**config.mk**
```make
export PLATFORM = sky130hd
export DESIGN_NAME = l4fp_ctrl
export DESIGN_NICKNAME = d
export VERILOG_FILES = /design/src/hw/rtl/l4fp_pkg.sv /design/src/hw/rtl/l4fp_ctrl.sv
export SDC_FILE = /design/constraint.sdc
export NUM_CORES = 1
export LEC_CHECK = 0
export BUFFER_PORTS_ARGS = -buffer_cell sky130_fd_sc_hd__buf_2
export CAP_MARGIN = 10
export CORE_MARGIN = 2
export CORE_UTILIZATION = 48
export CTS_CLUSTER_SIZE = 30
export DETAILED_ROUTE_END_ITERATION = 7
export PLACE_DENSITY = 0.88
export SKIP_LAST_GASP = 1
export SYNTH_ARGS = -nofsm -noshare
export SYNTH_HDL_FRONTEND = slang
export SYNTH_SLANG_ARGS = --single-unit
export TNS_END_PERCENT = 50
```
**constraint.sdc**
```tcl
create_clock -name clk -period 5.7 [get_ports clk]
set_clock_uncertainty 0.1 [all_clocks]
set_input_delay 1.14 -clock clk [delete_from_list [all_inputs] [get_ports clk]]
set_output_delay 1.14 -clock clk [all_outputs]
set_load 0.02 [all_outputs]
```
**src/hw/rtl/l4fp_pkg.sv**
```systemverilog
// Package for the layer-4 flow parser and backend selector.
// Holds word types, opcodes, reason codes and the controller/datapath links.
// No dependencies.
package l4fp_pkg;

    localparam int SERVICE_SLOTS_DEF        = 16;
    localparam int BACKENDS_PER_SERVICE_DEF = 16;
    localparam int HEADER_BYTES_DEF         = 96;
    localparam int CNT_W                    = 9;

    localparam logic [1:0] OP_FRAME   = 2'd0;
    localparam logic [1:0] OP_SERVICE = 2'd1;
    localparam logic [1:0] OP_BACKEND = 2'd2;

    localparam logic [3:0] REASON_OK         = 4'd0;
    localparam logic [3:0] REASON_SHORT_ETH  = 4'd1;
    localparam logic [3:0] REASON_NOT_IPV4   = 4'd2;
    localparam logic [3:0] REASON_SHORT_IP   = 4'd3;
    localparam logic [3:0] REASON_NOT_L4     = 4'd4;
    localparam logic [3:0] REASON_SHORT_L4   = 4'd5;
    localparam logic [3:0] REASON_NO_SERVICE = 4'd6;
    localparam logic [3:0] REASON_NO_BACKEND = 4'd7;
    localparam logic [3:0] REASON_BE_MISSING = 4'd8;

    localparam logic [7:0] PROTO_TCP = 8'd6;
    localparam logic [7:0] PROTO_UDP = 8'd17;

    typedef struct packed {
        logic [1:0]  opcode;
        logic [7:0]  frame_byte;
        logic        frame_end;
        logic [7:0]  slot_index;
        logic [31:0] svc_address;
        logic [15:0] svc_port;
        logic [7:0]  svc_protocol;
        logic [4:0]  svc_backends;
        logic        entry_valid;
        logic [47:0] backend_address;
    } in_word_t;

    typedef struct packed {
        logic        verdict;
        logic [3:0]  reason;
        logic [31:0] flow_hash;
        logic [3:0]  matched_service;
        logic [3:0]  chosen_backend;
        logic [47:0] new_dest_mac;
        logic [47:0] new_source_mac;
    } out_word_t;

    typedef struct packed {
        logic             capture;
        logic             wr_svc;
        logic             wr_be;
        logic             hash_init;
        logic             hash_step;
        logic             scan_rd;
        logic             svc_take;
        logic             div_init;
        logic             div_step;
        logic             be_read;
        logic             finish;
        logic [3:0]       reason;
        logic [CNT_W-1:0] count;
    } ctrl_cmd_t;

    typedef struct packed {
        logic [3:0] pre_reason;
        logic       match;
        logic       bcnt_zero;
        logic       be_valid;
    } dp_status_t;

endpackage

```
**src/hw/rtl/l4fp_ctrl.sv**
```systemverilog
// Controller state machine of the flow parser: handshakes and sequencing.
// Depends on l4fp_pkg.
module l4fp_ctrl #(
    parameter int SERVICE_SLOTS = l4fp_pkg::SERVICE_SLOTS_DEF
) (
    input  logic                   clk,
    input  logic                   rst_n,
    input  logic                   item_valid,
    output logic                   item_stall,
    input  logic [1:0]             opcode,
    input  logic                   frame_end,
    output logic                   result_valid,
    input  logic                   result_stall,
    input  l4fp_pkg::dp_status_t   status,
    output l4fp_pkg::ctrl_cmd_t    cmd
);
    import l4fp_pkg::*;

    localparam logic [2:0] ST_IDLE = 3'd0;
    localparam logic [2:0] ST_EVAL = 3'd1;
    localparam logic [2:0] ST_HASH = 3'd2;
    localparam logic [2:0] ST_SCAN = 3'd3;
    localparam logic [2:0] ST_DIV  = 3'd4;
    localparam logic [2:0] ST_BRD  = 3'd5;
    localparam logic [2:0] ST_BCHK = 3'd6;

    logic [2:0]       state_reg, state_next;
    logic [CNT_W-1:0] cnt_reg, cnt_next;
    logic             out_valid_reg, out_valid_next;
    logic             accept;

    always_comb
    begin
        item_stall = (state_reg != ST_IDLE) ||
                     (out_valid_reg && opcode == OP_FRAME && frame_end);
        accept     = item_valid && !item_stall;
    end

    always_comb
    begin
        state_next = state_reg;
        cnt_next   = cnt_reg;
        cmd        = '0;
        cmd.count  = cnt_reg;
        cmd.capture = accept && opcode == OP_FRAME;
        cmd.wr_svc  = accept && opcode == OP_SERVICE;
        cmd.wr_be   = accept && opcode == OP_BACKEND;
        case (state_reg)
            ST_IDLE:
            begin
                if (accept && opcode == OP_FRAME && frame_end)
                begin
                    state_next = ST_EVAL;
                end
            end
            ST_EVAL:
            begin
                if (status.pre_reason != REASON_OK)
                begin
                    cmd.finish = 1'b1;
                    cmd.reason = status.pre_reason;
                    state_next = ST_IDLE;
                end
                else
                begin
                    cmd.hash_init = 1'b1;
                    cnt_next      = '0;
                    state_next    = ST_HASH;
                end
            end
            ST_HASH:
            begin
                cmd.hash_step = 1'b1;
                if (cnt_reg == CNT_W'(6))
                begin
                    cnt_next   = '0;
                    state_next = ST_SCAN;
                end
                else
                begin
                    cnt_next = cnt_reg + 1'b1;
                end
            end
            ST_SCAN:
            begin
                if (cnt_reg != '0 && status.match)
                begin
                    cmd.svc_take = 1'b1;
                    if (status.bcnt_zero)
                    begin
                        cmd.finish = 1'b1;
                        cmd.reason = REASON_NO_BACKEND;
                        state_next = ST_IDLE;
                    end
                    else
                    begin
                        cmd.div_init = 1'b1;
                        cnt_next     = '0;
                        state_next   = ST_DIV;
                    end
                end
                else if (cnt_reg == CNT_W'(SERVICE_SLOTS))
                begin
                    cmd.finish = 1'b1;
                    cmd.reason = REASON_NO_SERVICE;
                    state_next = ST_IDLE;
                end
                else
                begin
                    cmd.scan_rd = 1'b1;
                    cnt_next    = cnt_reg + 1'b1;
                end
            end
            ST_DIV:
            begin
                cmd.div_step = 1'b1;
                if (cnt_reg == CNT_W'(31))
                begin
                    state_next = ST_BRD;
                end
                else
                begin
                    cnt_next = cnt_reg + 1'b1;
                end
            end
            ST_BRD:
            begin
                cmd.be_read = 1'b1;
                state_next  = ST_BCHK;
            end
            ST_BCHK:
            begin
                cmd.finish = 1'b1;
                cmd.reason = status.be_valid ? REASON_OK : REASON_BE_MISSING;
                state_next = ST_IDLE;
            end
            default:
            begin
                state_next = ST_IDLE;
            end
        endcase
    end

    always_comb
    begin
        out_valid_next = out_valid_reg;
        if (out_valid_reg && !result_stall)
        begin
            out_valid_next = 1'b0;
        end
        if (cmd.finish)
        begin
            out_valid_next = 1'b1;
        end
    end

    assign result_valid = out_valid_reg;

    always_ff @(posedge clk or negedge rst_n)
    begin
        if (!rst_n)
        begin
            state_reg     <= ST_IDLE;
            cnt_reg       <= '0;
            out_valid_reg <= 1'b0;
        end
        else
        begin
            state_reg     <= state_next;
            cnt_reg       <= cnt_next;
            out_valid_reg <= out_valid_next;
        end
    end

endmodule

```
==> results.json <==
{
  "cp_slowest_stage_delay_ns": 0.28,
  "rows": 17,
  "ir_drop_mv": 0.2265,
  "syn_inst": 116,
  "crit_type": "in2out",
  "die_w_um": 51.43,
  "outcome": "complete, no violations",
  "hp-start": "result_valid",
  "startpoint": "status[1]",
  "hold_buffers": 0,
  "dpl.hpwl_um": 2023,
  "clk_path_buf_depth": 2,
  "synth_nets": 133,
  "whs_ns": 0.4503,
  "diodes": 0,
  "yosys_warnings": 0,
  "grt-ovfl-total": 0,
  "drive_gt1_frac": 0.3896,
  "ys.flop_type": "dfrtp_1",
  "synth_seq_area_share": 0.3013,
  "numPortBuffers": 39,
  "cp_slowest_cell": "a21oi_1",
  "grt_pass1_vias": 966,
  "fin_util": 0.5946,
  "combPwrFrac": 0.504,
  "crit_path_cell_trace": "buf_2 > inv_1 > a21oi_1 > nand3_1 > nand3_1 > buf_2",
  "antenna_found_initial": 0,
  "p_leak_nw": 0.6631,
  "rsz0062_at_grt": "false",
  "post-cts-setup-buffers": 0,
  "finalNonFillerCells": 182,
  "crit_buf_inv": 3,
  "yosys.area_share.simple": 0.3302,
  "drt_iter0_drc": 20,
  "synth_area_per_cell_um2": 9.309,
  "cts_max_level": 1,
  "total_power_uw": 370.9,
  "route.vias.total": 1028,
  "synth_compound_area_frac": 0.2700,
  "slew_headroom": 0.6741,
  "die_h_um": 51.43,
  "path_max_fanout": 4,
  "final_cell_area_um2": 1290,
  "routed_wirelength_um": 2607,
  "clock_latency_ns": 0.28,
  "max_slew.worst_pin.slew_ns": 0.4851,
  "p_clk_frac": 0.157,
  "hp-class": "reg2reg",
  "cp_top_family": "simple AND/OR/NAND/NOR gates",
  "largest_reg_flops": 9,
  "globalplace.congestion": 0.8332,
  "cts_root_buf": "clkbuf_4",
  "core_um2": 2170,
  "ant_nets": 0,
  "switching_share": 0.4628,
  "cts_num_sinks": 13,
  "tns_ns": 0,
  "final_net_count": 172,
  "timing.final.crit_period_ns": 3.333,
  "worst_slack_ns": 2.367,
  "avgViaCountPerCell": 5.648,
  "post_drt_wl_per_cell_um": 14.32,
  "timing.rr.start": "cnt_reg[0]",
  "syn_to_final_growth_pct": 19.47,
  "p_sw_uw": 171.6,
  "finalMaxSlewViolations": 0,
  "fin_crit_sh": 0.5847,
  "track_usage": 0.2074,
  "drc": 0,
  "syn_area_um2": 1080,
  "ys_async_sr_fraction": 1.000,
  "dp_slack_ns": 2.364,
  "synth_seq_cells": 13,
  "multiInputGateArea_um2": 685.7,
  "pwr_density_cell_nw_per_um2": 287.5,
  "ios": 40,
  "synth_cell_type_count": 47,
  "critPathArrivalTime_ns": 2.09,
  "numPlacedInstances": 178,
  "dieArea_um2": 2645,
  "cts_resized": 0,
  "cp.required_ns": 4.46,
  "synth_xor_area_frac": 0,
  "cts_tree": "yes",
  "end_kind": "output pin",
  "synth.area.mux_share": 0,
  "finalSetupViolCount": 0,
  "place_area_um2": 1264,
  "internal_power_uw": 199.2,
  "dr.pass1.iters": 4,
  "synth_fa_ha_area_frac": 0.03476,
  "clk_pin_slew_ns": 0.08,
  "finalHoldViolCount": 0,
  "initial_utilization": 0.4977,
  "synth_top_family_by_area": "simple AND/OR/NAND/NOR gates",
  "synth_edf_count": 0,
  "start_kind": "input port",
  "grt_first_pass_wirelength_um": 4126,
  "cts_buffers": 3,
  "cap_viol_max_count": 0,
  "grt_max_degree": 15,
  "layout.area.seq_um2": 325.3,
  "max_freq_mhz": 300.0,
  "fill_cells": 212,
  "p_seq_frac": 0.339
}
==> Yosys cell counts, types with 2 or more instances <==
| master | count | area [µm²] |
|---|---|---|
| nor2_1 | 5 | 18.77 |
| nand2b_1 | 2 | 12.51 |
| ha_1 | 3 | 37.54 |
| and4b_1 | 2 | 20.02 |
| a21oi_1 | 2 | 10.01 |
| o31ai_2 | 2 | 25.02 |
| a21o_1 | 2 | 15.01 |
| nand2_1 | 7 | 26.28 |
| inv_1 | 6 | 22.52 |
| a22o_1 | 7 | 61.31 |
| o31ai_1 | 2 | 15.01 |
| buf_6 | 3 | 33.78 |
| and2b_1 | 4 | 30.03 |
| dfrtp_1 | 13 | 325.3 |
| nor2b_1 | 2 | 12.51 |
| and3_2 | 4 | 30.03 |
| o21ai_0 | 11 | 55.05 |
| a31oi_1 | 2 | 12.51 |
| nor3_1 | 7 | 35.03 |
| nand3_1 | 3 | 15.01 |
==> kinds of logic (layout without fill, tap and decap cells) <==
logic type | after synthesis | count (layout)
flops | 13 | 13
compound gates | 36 | 36
simple gates | 53 | 53
buf+inv | 11 | 49
fa+ha+maj | 3 | 3
==> layer usage <==
metal,global-route usage,vias to the layer above,wire length (µm)
met2,0.3526,42,1176
met1,0.2532,468,1200
li1,-,513,-
met5,0,-,0
met3,0.04094,5,185
met4,0.08772,0,46
==> cell type report <==
cell class	count	area share
Tap cell	28	0.02716
Clock buffer	4	0.02037
Inverter	6	0.01746
Multi-Input combinational cell	92	0.5315
Timing Repair Buffer	39	0.1513
Sequential cell	13	0.2522
==> power by group through the flow <==
stage / combinational [mW] / clock [mW] / sequential (mW)
5_1_grt: 0.205 / 0.0649 / 0.129
3_3_place_gp: 0.180 / 0 / 0.127
2_1_floorplan: 0.159 / 0 / 0.113
3_5_place_dp: 0.188 / 0 / 0.128
4_1_cts: 0.188 / 0.0597 / 0.126
6_report: 0.187 / 0.0583 / 0.126
==> placed cells by master, fill, tap and decap left out, types with 2 or more instances in the layout <==
master    count
dfrtp_1      13
a21oi_1       2
o31ai_1       2
buf_2        39
o31ai_2       2
o21ai_0      11
nor2_1        5
nand3_1       3
a31oi_1       2
nor2b_1       2
and2b_1       4
a22o_1        7
and3_2        4
ha_1          3
nand2_1       7
nand2b_1      2
nor3_1        7
inv_1         6
clkbuf_4      3
and4b_1       2
a21o_1        2
==> worst register-to-register path: cells and delay by family (launching register included) <==
| family | cells | cell delay, ns |
|---|---|---|
| flip-flops | 1 | 0.41 |
| adder cells (fa/ha/maj) | 1 | 0.18 |
| AO/OA/AOI/OAI | 2 | 0.50 |
| buffers and inverters | 1 | 0.13 |
| AND/OR/NAND/NOR | 3 | 0.85 |
==> final timing paths <==
kind	to	slack [ns]	cells after the start
worst max register to register	cnt_reg[8]	3.48	7
worst max-delay path	cmd[13]	2.37	6
min in group asynchronous	result_valid	0.64	1
worst min register to register	result_valid	0.45	1
max in group asynchronous	cnt_reg[8]	4.62	1
worst min-delay path	result_valid	0.45	1
Note: power is estimated with default switching activity, not from simulation.
